==> src/design/md5_pkg.sv <==
`timescale 1ns / 1ps
`default_nettype none
// ----------------------------------------------------------------------------
// md5_pkg
// Shared types and constants of the MD5 digest unit: round constants, shift
// amounts, initial chaining vector and the beat types between the parts.
// ----------------------------------------------------------------------------
package md5_pkg;

  // one message beat as it travels from the front to the core
  typedef struct packed {
    logic [7:0] data_byte;
    logic       has_byte;
    logic       last;
  } md5_item_t;

  // finished digest handed from the core to the output stage
  typedef struct packed {
    logic         valid;
    logic [127:0] digest;  // byte i of the digest sits in bits 8*i+7 : 8*i
  } md5_digest_t;

  // how the core forms the message words of a compression
  localparam logic [1:0] MODE_DATA = 2'd0;  // plain buffered block
  localparam logic [1:0] MODE_PADA = 2'd1;  // last block, padding and length
  localparam logic [1:0] MODE_PADB = 2'd2;  // padding only, length follows
  localparam logic [1:0] MODE_PADC = 2'd3;  // zeros and length

  localparam logic [31:0] IV0 = 32'h67452301;
  localparam logic [31:0] IV1 = 32'hEFCDAB89;
  localparam logic [31:0] IV2 = 32'h98BADCFE;
  localparam logic [31:0] IV3 = 32'h10325476;

  localparam logic [7:0] PAD_BYTE = 8'h80;
  localparam logic [5:0] LEN_START = 6'd56;

  // per-round additive constant
  function automatic logic [31:0] round_const(input logic [5:0] i);
    logic [31:0] k;
    case (i)
      6'd0: k = 32'hd76aa478;  6'd1: k = 32'he8c7b756;
      6'd2: k = 32'h242070db;  6'd3: k = 32'hc1bdceee;
      6'd4: k = 32'hf57c0faf;  6'd5: k = 32'h4787c62a;
      6'd6: k = 32'ha8304613;  6'd7: k = 32'hfd469501;
      6'd8: k = 32'h698098d8;  6'd9: k = 32'h8b44f7af;
      6'd10: k = 32'hffff5bb1; 6'd11: k = 32'h895cd7be;
      6'd12: k = 32'h6b901122; 6'd13: k = 32'hfd987193;
      6'd14: k = 32'ha679438e; 6'd15: k = 32'h49b40821;
      6'd16: k = 32'hf61e2562; 6'd17: k = 32'hc040b340;
      6'd18: k = 32'h265e5a51; 6'd19: k = 32'he9b6c7aa;
      6'd20: k = 32'hd62f105d; 6'd21: k = 32'h02441453;
      6'd22: k = 32'hd8a1e681; 6'd23: k = 32'he7d3fbc8;
      6'd24: k = 32'h21e1cde6; 6'd25: k = 32'hc33707d6;
      6'd26: k = 32'hf4d50d87; 6'd27: k = 32'h455a14ed;
      6'd28: k = 32'ha9e3e905; 6'd29: k = 32'hfcefa3f8;
      6'd30: k = 32'h676f02d9; 6'd31: k = 32'h8d2a4c8a;
      6'd32: k = 32'hfffa3942; 6'd33: k = 32'h8771f681;
      6'd34: k = 32'h6d9d6122; 6'd35: k = 32'hfde5380c;
      6'd36: k = 32'ha4beea44; 6'd37: k = 32'h4bdecfa9;
      6'd38: k = 32'hf6bb4b60; 6'd39: k = 32'hbebfbc70;
      6'd40: k = 32'h289b7ec6; 6'd41: k = 32'heaa127fa;
      6'd42: k = 32'hd4ef3085; 6'd43: k = 32'h04881d05;
      6'd44: k = 32'hd9d4d039; 6'd45: k = 32'he6db99e5;
      6'd46: k = 32'h1fa27cf8; 6'd47: k = 32'hc4ac5665;
      6'd48: k = 32'hf4292244; 6'd49: k = 32'h432aff97;
      6'd50: k = 32'hab9423a7; 6'd51: k = 32'hfc93a039;
      6'd52: k = 32'h655b59c3; 6'd53: k = 32'h8f0ccc92;
      6'd54: k = 32'hffeff47d; 6'd55: k = 32'h85845dd1;
      6'd56: k = 32'h6fa87e4f; 6'd57: k = 32'hfe2ce6e0;
      6'd58: k = 32'ha3014314; 6'd59: k = 32'h4e0811a1;
      6'd60: k = 32'hf7537e82; 6'd61: k = 32'hbd3af235;
      6'd62: k = 32'h2ad7d2bb; 6'd63: k = 32'heb86d391;
      default: k = 32'h0;
    endcase
    return k;
  endfunction

  // left rotate amount, chosen by round group and round index mod 4
  function automatic logic [4:0] rot_amount(input logic [3:0] sel);
    logic [4:0] s;
    case (sel)
      4'd0: s = 5'd7;   4'd1: s = 5'd12;  4'd2: s = 5'd17;  4'd3: s = 5'd22;
      4'd4: s = 5'd5;   4'd5: s = 5'd9;   4'd6: s = 5'd14;  4'd7: s = 5'd20;
      4'd8: s = 5'd4;   4'd9: s = 5'd11;  4'd10: s = 5'd16; 4'd11: s = 5'd23;
      4'd12: s = 5'd6;  4'd13: s = 5'd10; 4'd14: s = 5'd15; 4'd15: s = 5'd21;
      default: s = 5'd0;
    endcase
    return s;
  endfunction

endpackage
`default_nettype wire

==> src/design/md5_front.sv <==
`timescale 1ns / 1ps
`default_nettype none
// ----------------------------------------------------------------------------
// md5_front
// Input side: takes beats, drops idle beats (no byte, no end mark) and queues
// the rest in a four-entry queue that the core drains at its own pace.
// ----------------------------------------------------------------------------
module md5_front
  import md5_pkg::*;
(
  input  wire logic      clk,
  input  wire logic      rst_n,
  input  wire logic      push,
  output logic           full,
  input  wire logic [7:0] in_data_byte,
  input  wire logic      in_has_byte,
  input  wire logic      in_last,
  output logic           q_valid,
  output md5_item_t      q_item,
  input  wire logic      q_take
);

  md5_item_t  mem_r [4];
  logic [1:0] wr_ptr_r, wr_ptr_nxt;
  logic [1:0] rd_ptr_r, rd_ptr_nxt;
  logic [2:0] cnt_r, cnt_nxt;
  logic       enq;
  logic       deq;

  assign full    = (cnt_r == 3'd4);
  assign q_valid = (cnt_r != 3'd0);
  assign q_item  = mem_r[rd_ptr_r];

  // beats that carry neither a byte nor an end mark change nothing
  assign enq = push && !full && (in_has_byte || in_last);
  assign deq = q_take && q_valid;

  always_comb begin
    wr_ptr_nxt = enq ? wr_ptr_r + 2'd1 : wr_ptr_r;
    rd_ptr_nxt = deq ? rd_ptr_r + 2'd1 : rd_ptr_r;
    cnt_nxt    = cnt_r + {2'b00, enq} - {2'b00, deq};
  end

  always_ff @(posedge clk) begin
    if (!rst_n) begin
      wr_ptr_r <= '0;
      rd_ptr_r <= '0;
      cnt_r    <= '0;
    end else begin
      wr_ptr_r <= wr_ptr_nxt;
      rd_ptr_r <= rd_ptr_nxt;
      cnt_r    <= cnt_nxt;
    end
  end

  // queue storage
  always_ff @(posedge clk) begin
    if (enq) begin
      mem_r[wr_ptr_r] <= '{data_byte: in_data_byte, has_byte: in_has_byte,
                           last: in_last};
    end
  end

endmodule
`default_nettype wire

==> src/design/md5_core.sv <==
`timescale 1ns / 1ps
`default_nettype none
// ----------------------------------------------------------------------------
// md5_core
// Back side: gathers bytes into the 16-word block buffer, runs one MD5 round
// per cycle, forms padding and length on the fly and hands off the digest.
// ----------------------------------------------------------------------------
module md5_core
  import md5_pkg::*;
#(
  parameter int LENGTH_COUNTER_BITS = 32
) (
  input  wire logic  clk,
  input  wire logic  rst_n,
  input  wire logic  q_valid,
  input  wire md5_item_t q_item,
  output logic       q_take,
  output md5_digest_t dig,
  input  wire logic  dig_ready
);

  localparam logic [1:0] S_IDLE  = 2'd0;
  localparam logic [1:0] S_ROUND = 2'd1;
  localparam logic [1:0] S_FIN   = 2'd2;
  localparam logic [1:0] S_SEND  = 2'd3;

  logic [1:0]  state_r, state_nxt;
  logic [1:0]  mode_r, mode_nxt;
  logic        pend_last_r, pend_last_nxt;
  logic [5:0]  rnd_r, rnd_nxt;
  logic [LENGTH_COUNTER_BITS-1:0] count_r, count_nxt, count_inc;
  logic [31:0] chain_r [4];
  logic [31:0] chain_nxt [4];
  logic [31:0] a_r, b_r, c_r, d_r;
  logic [31:0] a_nxt, b_nxt, c_nxt, d_nxt;
  logic [31:0] buf_r [16];
  logic        buf_we;
  logic        start;

  // round datapath signals
  logic [31:0] f;
  logic [3:0]  w;
  logic [31:0] m_word;
  logic [31:0] sum;
  logic [63:0] rot_wide;
  logic [4:0]  s;
  logic [63:0] bit_len;
  logic [5:0]  pos;

  assign pos     = count_r[5:0];
  assign bit_len = 64'({count_r, 3'b000});
  assign count_inc = count_r + LENGTH_COUNTER_BITS'(1);

  // message word: buffer bytes, padding byte, zeros or length, per mode
  always_comb begin
    for (int b = 0; b < 4; b++) begin
      logic [5:0] k;
      logic [7:0] bv;
      k  = {w, 2'(b)};
      bv = buf_r[w][8*b +: 8];
      case (mode_r)
        MODE_DATA: m_word[8*b +: 8] = bv;
        MODE_PADA: begin
          if (k < pos)            m_word[8*b +: 8] = bv;
          else if (k == pos)      m_word[8*b +: 8] = PAD_BYTE;
          else if (k >= LEN_START) m_word[8*b +: 8] = bit_len[8*k[2:0] +: 8];
          else                    m_word[8*b +: 8] = 8'h00;
        end
        MODE_PADB: begin
          if (k < pos)       m_word[8*b +: 8] = bv;
          else if (k == pos) m_word[8*b +: 8] = PAD_BYTE;
          else               m_word[8*b +: 8] = 8'h00;
        end
        MODE_PADC: begin
          if (k >= LEN_START) m_word[8*b +: 8] = bit_len[8*k[2:0] +: 8];
          else                m_word[8*b +: 8] = 8'h00;
        end
        default: m_word[8*b +: 8] = bv;
      endcase
    end
  end

  // one MD5 round: boolean function, word select, add, rotate
  always_comb begin
    case (rnd_r[5:4])
      2'd0: begin
        f = (b_r & c_r) | (~b_r & d_r);
        w = rnd_r[3:0];
      end
      2'd1: begin
        f = (b_r & d_r) | (c_r & ~d_r);
        w = 4'(rnd_r[3:0] * 4'd5 + 4'd1);
      end
      2'd2: begin
        f = b_r ^ c_r ^ d_r;
        w = 4'(rnd_r[3:0] * 4'd3 + 4'd5);
      end
      default: begin
        f = c_r ^ (b_r | ~d_r);
        w = 4'(rnd_r[3:0] * 4'd7);
      end
    endcase
    s        = rot_amount({rnd_r[5:4], rnd_r[1:0]});
    sum      = a_r + f + round_const(rnd_r) + m_word;
    rot_wide = {sum, sum} << s;
  end

  // sequencer
  always_comb begin
    state_nxt     = state_r;
    mode_nxt      = mode_r;
    pend_last_nxt = pend_last_r;
    rnd_nxt       = rnd_r;
    count_nxt     = count_r;
    chain_nxt     = chain_r;
    a_nxt = a_r; b_nxt = b_r; c_nxt = c_r; d_nxt = d_r;
    q_take = 1'b0;
    buf_we = 1'b0;
    start  = 1'b0;
    case (state_r)
      S_IDLE: begin
        if (q_valid) begin
          q_take = 1'b1;
          if (q_item.has_byte) begin
            buf_we    = 1'b1;
            count_nxt = count_inc;
            if (pos == 6'd63) begin
              start         = 1'b1;
              mode_nxt      = MODE_DATA;
              pend_last_nxt = q_item.last;
            end else if (q_item.last) begin
              start    = 1'b1;
              mode_nxt = (count_inc[5:0] < LEN_START) ? MODE_PADA : MODE_PADB;
            end
          end else if (q_item.last) begin
            start    = 1'b1;
            mode_nxt = (pos < LEN_START) ? MODE_PADA : MODE_PADB;
          end
        end
      end
      S_ROUND: begin
        a_nxt   = d_r;
        d_nxt   = c_r;
        c_nxt   = b_r;
        b_nxt   = b_r + rot_wide[63:32];
        rnd_nxt = rnd_r + 6'd1;
        if (rnd_r == 6'd63) state_nxt = S_FIN;
      end
      S_FIN: begin
        chain_nxt[0] = chain_r[0] + a_r;
        chain_nxt[1] = chain_r[1] + b_r;
        chain_nxt[2] = chain_r[2] + c_r;
        chain_nxt[3] = chain_r[3] + d_r;
        case (mode_r)
          MODE_DATA: begin
            if (pend_last_r) begin
              // full block ended the message: fill position is zero
              start         = 1'b1;
              mode_nxt      = MODE_PADA;
              pend_last_nxt = 1'b0;
            end else begin
              state_nxt = S_IDLE;
            end
          end
          MODE_PADB: begin
            start    = 1'b1;
            mode_nxt = MODE_PADC;
          end
          default: state_nxt = S_SEND;
        endcase
      end
      S_SEND: begin
        if (dig_ready) begin
          chain_nxt[0] = IV0;
          chain_nxt[1] = IV1;
          chain_nxt[2] = IV2;
          chain_nxt[3] = IV3;
          count_nxt    = '0;
          state_nxt    = S_IDLE;
        end
      end
      default: state_nxt = S_IDLE;
    endcase
    if (start) begin
      state_nxt = S_ROUND;
      rnd_nxt   = '0;
      a_nxt = chain_nxt[0];
      b_nxt = chain_nxt[1];
      c_nxt = chain_nxt[2];
      d_nxt = chain_nxt[3];
    end
  end

  assign dig.valid  = (state_r == S_SEND);
  assign dig.digest = {chain_r[3], chain_r[2], chain_r[1], chain_r[0]};

  always_ff @(posedge clk) begin
    if (!rst_n) begin
      state_r     <= S_IDLE;
      mode_r      <= MODE_DATA;
      pend_last_r <= 1'b0;
      rnd_r       <= '0;
      count_r     <= '0;
      chain_r[0]  <= IV0;
      chain_r[1]  <= IV1;
      chain_r[2]  <= IV2;
      chain_r[3]  <= IV3;
    end else begin
      state_r     <= state_nxt;
      mode_r      <= mode_nxt;
      pend_last_r <= pend_last_nxt;
      rnd_r       <= rnd_nxt;
      count_r     <= count_nxt;
      chain_r     <= chain_nxt;
    end
  end

  // working variables and block buffer
  always_ff @(posedge clk) begin
    a_r <= a_nxt;
    b_r <= b_nxt;
    c_r <= c_nxt;
    d_r <= d_nxt;
    if (buf_we) buf_r[pos[5:2]][8*pos[1:0] +: 8] <= q_item.data_byte;
  end

endmodule
`default_nettype wire

==> src/design/md5_out.sv <==
`timescale 1ns / 1ps
`default_nettype none
// ----------------------------------------------------------------------------
// md5_out
// Result side: holds one digest and plays it out as raw bytes or lower-case
// hex characters; also keeps the output format register.
// ----------------------------------------------------------------------------
module md5_out
  import md5_pkg::*;
(
  input  wire logic       clk,
  input  wire logic       rst_n,
  input  wire logic       cfg_we,
  input  wire logic       cfg_wdata,
  input  wire md5_digest_t dig,
  output logic            dig_ready,
  output logic            empty,
  input  wire logic       pop,
  output logic [7:0]      out_value,
  output logic            out_last_out
);

  logic         hex_r;
  logic         hex_mode_r;
  logic         busy_r, busy_nxt;
  logic [4:0]   idx_r, idx_nxt;
  logic [127:0] digest_r;
  logic [7:0]   cur_byte;
  logic [3:0]   nib;
  logic         take;
  logic         done;

  function automatic logic [7:0] hex_char(input logic [3:0] n);
    return (n < 4'd10) ? 8'(8'h30 + n) : 8'(8'h57 + n);
  endfunction

  assign empty     = !busy_r;
  assign dig_ready = !busy_r;
  assign take      = dig.valid && !busy_r;

  // pick the current byte or nibble
  always_comb begin
    cur_byte = hex_mode_r ? digest_r[8*idx_r[4:1] +: 8] : digest_r[8*idx_r[3:0] +: 8];
    nib      = idx_r[0] ? cur_byte[3:0] : cur_byte[7:4];
    out_value    = hex_mode_r ? hex_char(nib) : cur_byte;
    out_last_out = hex_mode_r ? (idx_r == 5'd31) : (idx_r == 5'd15);
    done         = pop && busy_r && out_last_out;
  end

  always_comb begin
    busy_nxt = busy_r;
    idx_nxt  = idx_r;
    if (take) begin
      busy_nxt = 1'b1;
      idx_nxt  = '0;
    end else if (pop && busy_r) begin
      idx_nxt = idx_r + 5'd1;
      if (done) busy_nxt = 1'b0;
    end
  end

  always_ff @(posedge clk) begin
    if (!rst_n) begin
      hex_r  <= 1'b1;
      busy_r <= 1'b0;
      idx_r  <= '0;
    end else begin
      if (cfg_we) hex_r <= cfg_wdata;
      busy_r <= busy_nxt;
      idx_r  <= idx_nxt;
    end
  end

  // digest and format latched per message
  always_ff @(posedge clk) begin
    if (take) begin
      digest_r   <= dig.digest;
      hex_mode_r <= hex_r;
    end
  end

endmodule
`default_nettype wire

==> src/design/md5_digest_unit.sv <==
`timescale 1ns / 1ps
`default_nettype none
// ----------------------------------------------------------------------------
// md5_digest_unit
// Streaming MD5 digest: message bytes in, 16 digest bytes or 32 hex chars out.
// ----------------------------------------------------------------------------
// Message bytes enter one per beat through a four-entry queue and are taken
// into the block buffer at one per cycle while the core is idle. Each
// completed 64-byte block stalls intake while the single round unit runs its
// 64 rounds and the chaining update. A beat marked last adds one or two
// padding compressions and then hands the digest to the output stage, which
// plays it out one beat per cycle in which pop is high while the next message
// is already being absorbed; a second finished digest waits in the core until
// the first is fully popped. cfg_wdata, written with cfg_we, selects hex (1) or
// raw (0) output; the setting is sampled when a digest is handed over.
// ----------------------------------------------------------------------------
module md5_digest_unit
  import md5_pkg::*;
#(
  parameter int LENGTH_COUNTER_BITS = 32
) (
  input  wire logic       clk,
  input  wire logic       rst_n,
  input  wire logic       push,
  output logic            full,
  input  wire logic [7:0] in_data_byte,
  input  wire logic       in_has_byte,
  input  wire logic       in_last,
  output logic            empty,
  input  wire logic       pop,
  output logic [7:0]      out_value,
  output logic            out_last_out,
  input  wire logic       cfg_we,
  input  wire logic       cfg_wdata
);

  logic        q_valid;
  md5_item_t   q_item;
  logic        q_take;
  md5_digest_t dig;
  logic        dig_ready;

  md5_front u_front (
    .clk, .rst_n, .push, .full, .in_data_byte, .in_has_byte, .in_last,
    .q_valid, .q_item, .q_take
  );

  md5_core #(.LENGTH_COUNTER_BITS(LENGTH_COUNTER_BITS)) u_core (
    .clk, .rst_n, .q_valid, .q_item, .q_take, .dig, .dig_ready
  );

  md5_out u_out (
    .clk, .rst_n, .cfg_we, .cfg_wdata, .dig, .dig_ready, .empty, .pop,
    .out_value, .out_last_out
  );

endmodule
`default_nettype wire
==> config.mk <==
export PLATFORM = sky130hd
export DESIGN_NAME = md5_digest_unit
export DESIGN_NICKNAME = d
export VERILOG_FILES = /design/src/design/md5_pkg.sv /design/src/design/md5_front.sv /design/src/design/md5_core.sv /design/src/design/md5_out.sv /design/src/design/md5_digest_unit.sv
export SDC_FILE = /design/constraint.sdc
export NUM_CORES = 2
export LEC_CHECK = 0
export BUFFER_PORTS_ARGS = -buffer_cell sky130_fd_sc_hd__buf_4
export CAP_MARGIN = 20
export CORE_UTILIZATION = 57
export DETAILED_ROUTE_END_ITERATION = 8
export GPL_ROUTABILITY_DRIVEN = 0
export PLACE_DENSITY_LB_ADDON = 0.12
export SYNTH_ARGS = -nofsm -noshare
export SYNTH_HDL_FRONTEND = slang
export SYNTH_SLANG_ARGS = --single-unit
==> constraint.sdc <==
create_clock -name clk -period 31.6 [get_ports clk]
set_input_delay 4.74 -clock clk [delete_from_list [all_inputs] [get_ports clk]]
set_output_delay 4.74 -clock clk [all_outputs]
set_load 0.03 [all_outputs]
======== Word-level counts from Yosys, hierarchy flattened ========
Memories as Yosys holds them, arrays and structs flattened. A register that Yosys moved wholly into a read port is not among the register bits.
Cells that the tools add are included.
cells by class
  add/subtract/negate cells ............... 20
  mux-type cells .......................... 91
  equal/unequal tests ..................... 33
  order comparisons ....................... 11
  bitwise logic cells ..................... 13
  shifts and indexed selects .............. 9
  reduce and logical (&&, ||, !) cells .... 28
  multiply operators ...................... 3
operators by type and width
  operator                   number
  $mux W32                   12
  $add A32 B32 Y32           8
  $pmux W128 S2              1
  $shiftx A128 B8 Y8         2
  $shiftx A64 B7 Y8          4
  $mux W8                    23
  $and A32 B32 Y32           4
  $mux W128                  1
  $pmux W8 S4                4
  $or A32 B32 Y32            3
  $pmux W32 S3               1
  $xor A32 B32 Y32           3
  $not A32 Y32               2
  $pmux W32 S2               1
  $shl A64 B5 Y64            1
  $neg A5 Y34                1
  $shift A8 B34 Y32 const A  1
  $shiftx A8 B34 Y32         1
  $add A32 B1 Y32 const B    1
  $mux W2                    13
  $eq A6 B6 Y1               4
  $ge A6 B6 Y1 const B       4
  $lt A6 B6 Y1               4
  $mux W1                    22
  44 further kinds           87
word-level totals
  input bits .............................. 16
  bits in writable memories ............... 552
  output and inout port bits .............. 11
  ROM bits ................................ 2128
  memories ................................ 4
  word-level logic and storage cells ...... 234
  register bits after elaboration ......... 442
memory list
  name             words  width  rd ports  clocked after Yosys merged registers in  wr ports  line             RTL
  (no name shown)  64     32     1         1                                        0         md5_pkg.sv:40    case (i)
  u_core.buf_r     16     32     1         0                                        1         md5_core.sv:36   logic [31:0] buf_r [16];
  (no name shown)  16     5      1         1                                        0         md5_pkg.sv:81    case (sel)
  u_front.mem_r    4      10     1         1                                        1         md5_front.sv:23  md5_item_t mem_r [4];

======== Logic depth before layout (Yosys ltp) ========
  depth in word-level cells ............... 13
  depth in mapped cells ................... 52
  mapped depth without buffers ............ 49

======== Modules after synthesis ========
From an unflattened synthesis, not the netlist that was laid out.
second synthesis, totals
  cell total of the unflattened synthesis .. 5597
  area total of the unflattened synthesis .. 60404.2 sq um
by module, submodules not included
  module     seq. area each (sq um)  area an instance (sq um)  instances  cells an instance
  md5_core   23382.4                 51710.8                   1          5030
  md5_out    4013.8                  6772.7                    1          467
  md5_front  1381.3                  1920.6                    1          100

======== Least setup slack after synthesis ========
OpenSTA, ideal clock, no wires.
  path type ............................... flip-flop to flip-flop
  start ................................... register u_core.rnd_r[0]
  end ..................................... register u_core.b_r[28] (data pin)
  data arrival time ....................... 11.602 ns
  period minus slack after synthesis ...... 11.856 ns
  path slack .............................. 19.744 ns
  cell stages (with the launch flop) ...... 53
  path through ............................ dfxtp_1 buf_2 inv_1 fa_1 inv_1 ha_1 mux4_2 buf_2 buf_2 buf_1 clkbuf_1 ha_1 a21o_1 a21oi_1 a21boi_0 o21ai_0 nand2_1 nand2_1 [17 not listed] mux2_2 mux2_2 a21oi_1 a22o_1 ha_1 fa_1 a21o_1 a21oi_1 o21bai_1 a2111oi_0 o21ai_0 and3_1 a221o_1 and4_1 or2_1 a311o_1 nand4_1 nand2_1
on the way
  cells in the longest elaborated chain, start to end .. 13
ends and longest elaborated chain
  what                                               line                            RTL
  start: declaration                                 md5_core.sv:30                  logic [5:0] rnd_r, rnd_nxt;
  start signal: assignment                           md5_core.sv:212                 rnd_r <= rnd_nxt;
  $mul A4 B2 Y4 or $mul A4 B3 Y4 (tied branches)     md5_core.sv:96, md5_core.sv:92
  $add A4 B3 Y4 or $add A4 B1 Y4 (tied branches)     md5_core.sv:96, md5_core.sv:92
  $pmux W4 S3 *                                      md5_core.sv:85                  case (rnd_r[5:4])
  $shiftx A64 B7 Y8 or $ge A6 B6 Y1 (tied branches)  md5_core.sv:66, md5_core.sv:75
  $mux W8                                            md5_core.sv:66, md5_core.sv:75
  $mux W8                                            md5_core.sv:65                  else if (k == pos) m_word[8*b +: 8] = PAD_BYTE;
  $mux W8                                            md5_core.sv:64                  if (k < pos) m_word[8*b +: 8] = bv;
  $pmux W8 S4                                        md5_core.sv:61                  case (mode_r)
  $add A32 B32 Y32 *                                 md5_core.sv:104                 sum = a_r + f + round_const(rnd_r) + m_word;
  $shl A64 B5 Y64 *                                  md5_core.sv:105                 rot_wide = {sum, sum} << s;
  $add A32 B32 Y32 *                                 md5_core.sv:145                 b_nxt = b_r + rot_wide[63:32];
  $mux W32 *                                         md5_core.sv:120                 case (state_r)
  $mux W32 *                                         md5_core.sv:184                 if (start) begin
  net u_core.b_nxt[28]                               md5_core.sv:35                  logic [31:0] a_nxt, b_nxt, c_nxt, d_nxt;
  end signal: assignment                             md5_core.sv:221                 b_r <= b_nxt;
  end: declaration                                   md5_core.sv:34                  logic [31:0] a_r, b_r, c_r, d_r;
The timed path passes the listed nets; every way through them passes the cells marked *. The select of a mux whose other input is x is not followed.
A chain may end at the register's enable or synchronous reset.

======== Worst setup path in the final report ========
  start ................................... register u_core.rnd_r[4]
  end ..................................... register u_core.b_r[28] (data pin)
on the way
  cells in the longest elaborated chain, start to end .. 12
ends and longest elaborated chain
  what                                                      line
  branches (longest 7 deep; another with $add A32 B32 Y32)  n/a
  $add A32 B32 Y32 *                                        md5_core.sv:104
  $shl A64 B5 Y64 *                                         md5_core.sv:105
  $add A32 B32 Y32 *                                        md5_core.sv:145
  $mux W32 *                                                md5_core.sv:120
  $mux W32 *                                                md5_core.sv:184
  net u_core.b_nxt[28]                                      md5_core.sv:35
Mark *: on every way through the listed nets, which the timed path passes. The select of a mux whose other input is x is not followed.

==> results.toml <==
[layout]
post_route_cells_drive_above_1_share_pct = 10.01
final_common_cell = "edfxtp_1"
nets = 5637
multiInputGateArea_um2 = 28270
fill_cells = 8064
seq_area_um2 = 28790
area_growth_pct = 8.554
final_cell_mix = "edfxtp_1, nor2_1, a21oi_1"
post-route-util_pct = 62.81

[yosys]
synth_edf_count = 809
synth_cell_types = 91
synth_top_flop_cell = "edfxtp_1"
netlist_instances = 5426
synth_area_per_cell_um2 = 10.91
yosysTopAreaCell = "edfxtp_1"
syn-cell-area_um2 = 59210
yosys.area.top_type_share_pct = 41.03
synth_fp_nets = 5747
ys_seq_area_share_pct = 48.60
ys_async_sr_fraction_pct = 0
synth-seq-cells = 1033
ys_warn_count = 0
synth_area_leaders = "edfxtp_1, dfxtp_1, mux4_2"

[worst_setup_path]
slowest_delay_ns = 1.02
arrival_ns = 14.74
rrSetupSlack_ns = 17.32
cp_data_required_time_ns = 32.06
critPathMaxFanout = 72
crit_type = "flop to flop"
crit_slowest_cell = "dfxtp_4"
end_kind = "flop"
start_kind = "flop"

[global_routing]
grt_pass1_vias = 41320
grt_pass1_wl_um = 265500
gr-usage-all-layers_pct = 34.11
antenna_found_initial = 8
grt_max_degree = 164
grt_overflow = 0

[routing]
ant_nets = 0
avgRoutedWirePerCell_um = 26.44
drt_iter0_markers = 6094
via_count = 44770
drtPass1Iterations = 7
drcViolationCount = 0
drt-total-wl_um = 179100
vias_per_cell = 6.608

[die]
start_util_pct = 57.86
io_pins = 27
die_height_um = 324.3
rows = 117
die-area_um2 = 105200
coreArea_um2 = 102300
die_x_um = 324.3

[cts]
ctsResizeCount = 0
cts.sinks = 1033
clk_latency_ns = 0.72
clk_pin_slew_ns = 0.07
clockBufferDepth = 3
htreeDepth = 3
post_cts_buffers = 0
clockRootBuffer = "clkbuf_16"
cts_hold_buf = 0
cts_buffers = 106
tritoncts = "built"

[run_status]
status = "finished clean"

[sta]
hold_viol_final = 0
slew_violations = 0
rsz0062_at_grt = "false"
fmax_ghz = 0.07000
tns_ns = 0
relSlewSlack_pct = 20.81
post-route-period-util_pct = 45.21
setup_viol = 0
period_needed_ns = 14.28
worstMarginPinSlew_ns = 1.179
clock_skew_ns = 0.05957

[worst_hold_path]
hp-class = "flop to flop"

[place]
port_buffers = 26
dpl.hpwl_um = 127600

[job]
cap_viol_max_count = 0
path summary, 6_finish.rpt:
path | endpoint | start | cells past startpoint
worst max register to register | u_core.b_r[28] | u_core.rnd_r[4] | 44
worst max-delay path | u_core.b_r[28] | u_core.rnd_r[4] | 44
worst min register to register | u_out.hex_mode_r | u_out.hex_r | 0
worst min-delay path | u_out.hex_mode_r | u_out.hex_r | 0
registers in the layout, summed over array words and instances (netlist names), 40 cells and up, named ones only:
signal and flops:
u_core.buf_r 512, u_core.dig 128, u_out.digest_r 128, u_front.mem_r 40
metrics by stage:
| step | hold WS, ns | setup WS [ns] | instances | cell area (um^2) |
|---|---|---|---|---|
| 2_1_floorplan | 0.4076 | 19.74 | 5426 | 59210 |
| 3_3_place_gp | 0.4201 | 17.95 | 6575 | 60520 |
| 3_5_place_dp | 0.4248 | 17.77 | 6575 | 60520 |
| 4_1_cts | 0.4343 | 17.72 | 6774 | 64260 |
| 5_1_grt | 0.4491 | 16.57 | 6775 | 64270 |
| 6_report | 0.4362 | 17.32 | 6776 | 64270 |
routing by layer:
metal | track usage (%) | wire length (um)
met2 | 51.71 | 79690
met5 | 0 | 0
met4 | 14.28 | 8101
met3 | 7.297 | 18910
met1 | 47.63 | 72420
Yosys cell counts, drive strengths merged (21+ instances only):
cell and number:
edfxtp 809, nor2 572, a21oi 449, nand2 407, inv 288, o21ai 272
ha 235, clkbuf 232, dfxtp 224, mux4 172, mux2i 148, nand3 132
xnor2 124, xor2 117, a31oi 104, a21o 88, and2 73, fa 70
buf 69, nor3 65, a211oi 52, a22oi 50, o211ai 41, nand2b 38
o21a 38, mux2 35, maj3 33, and3 31, o21bai 31, o221a 28
a221oi 27, a32o 27, nor2b 27, o22ai 27, or3 26, o221ai 21
worst max-delay path, delay by kind of cell, from the launching register on:
| family | cells | cell delay (ns) |
|---|---|---|
| AO/OA/AOI/OAI | 18 | 6.13 |
| adder cells (fa/ha/maj) | 6 | 2.51 |
| AND/OR/NAND/NOR | 11 | 1.93 |
| buffers and inverters | 5 | 1.60 |
| flip-flops | 1 | 1.02 |
| multiplexers | 3 | 0.65 |
| XOR/XNOR | 1 | 0.08 |
logic make-up (layout without fill, tap and decap cells):
kind of cell	after synthesis	after routing	share of synthesized area, %
mux	355	355	9.717
fa+ha+maj	338	338	7.891
simple gates	1451	1451	10.89
other cells	0	1	0
buf+inv	593	574	3.831
flops	1033	1033	48.60
compound gates	1414	1414	15.46
xor+xnor	242	242	3.603
cell type report:
class / instances / share of cell area (%)
Inverter: 292 / 1.705
Tap cell: 1368 / 2.663
Clock inverter: 61 / 1.242
Antenna cell: 1 / 0.003893
Sequential cell: 1033 / 44.79
Clock buffer: 138 / 4.583
Timing Repair Buffer: 83 / 1.034
Multi-Input combinational cell: 3800 / 43.98
Power is left out: the tool's default activity adds up to more than one toggle a clock period on the data nets, which glitch-free logic cannot reach.
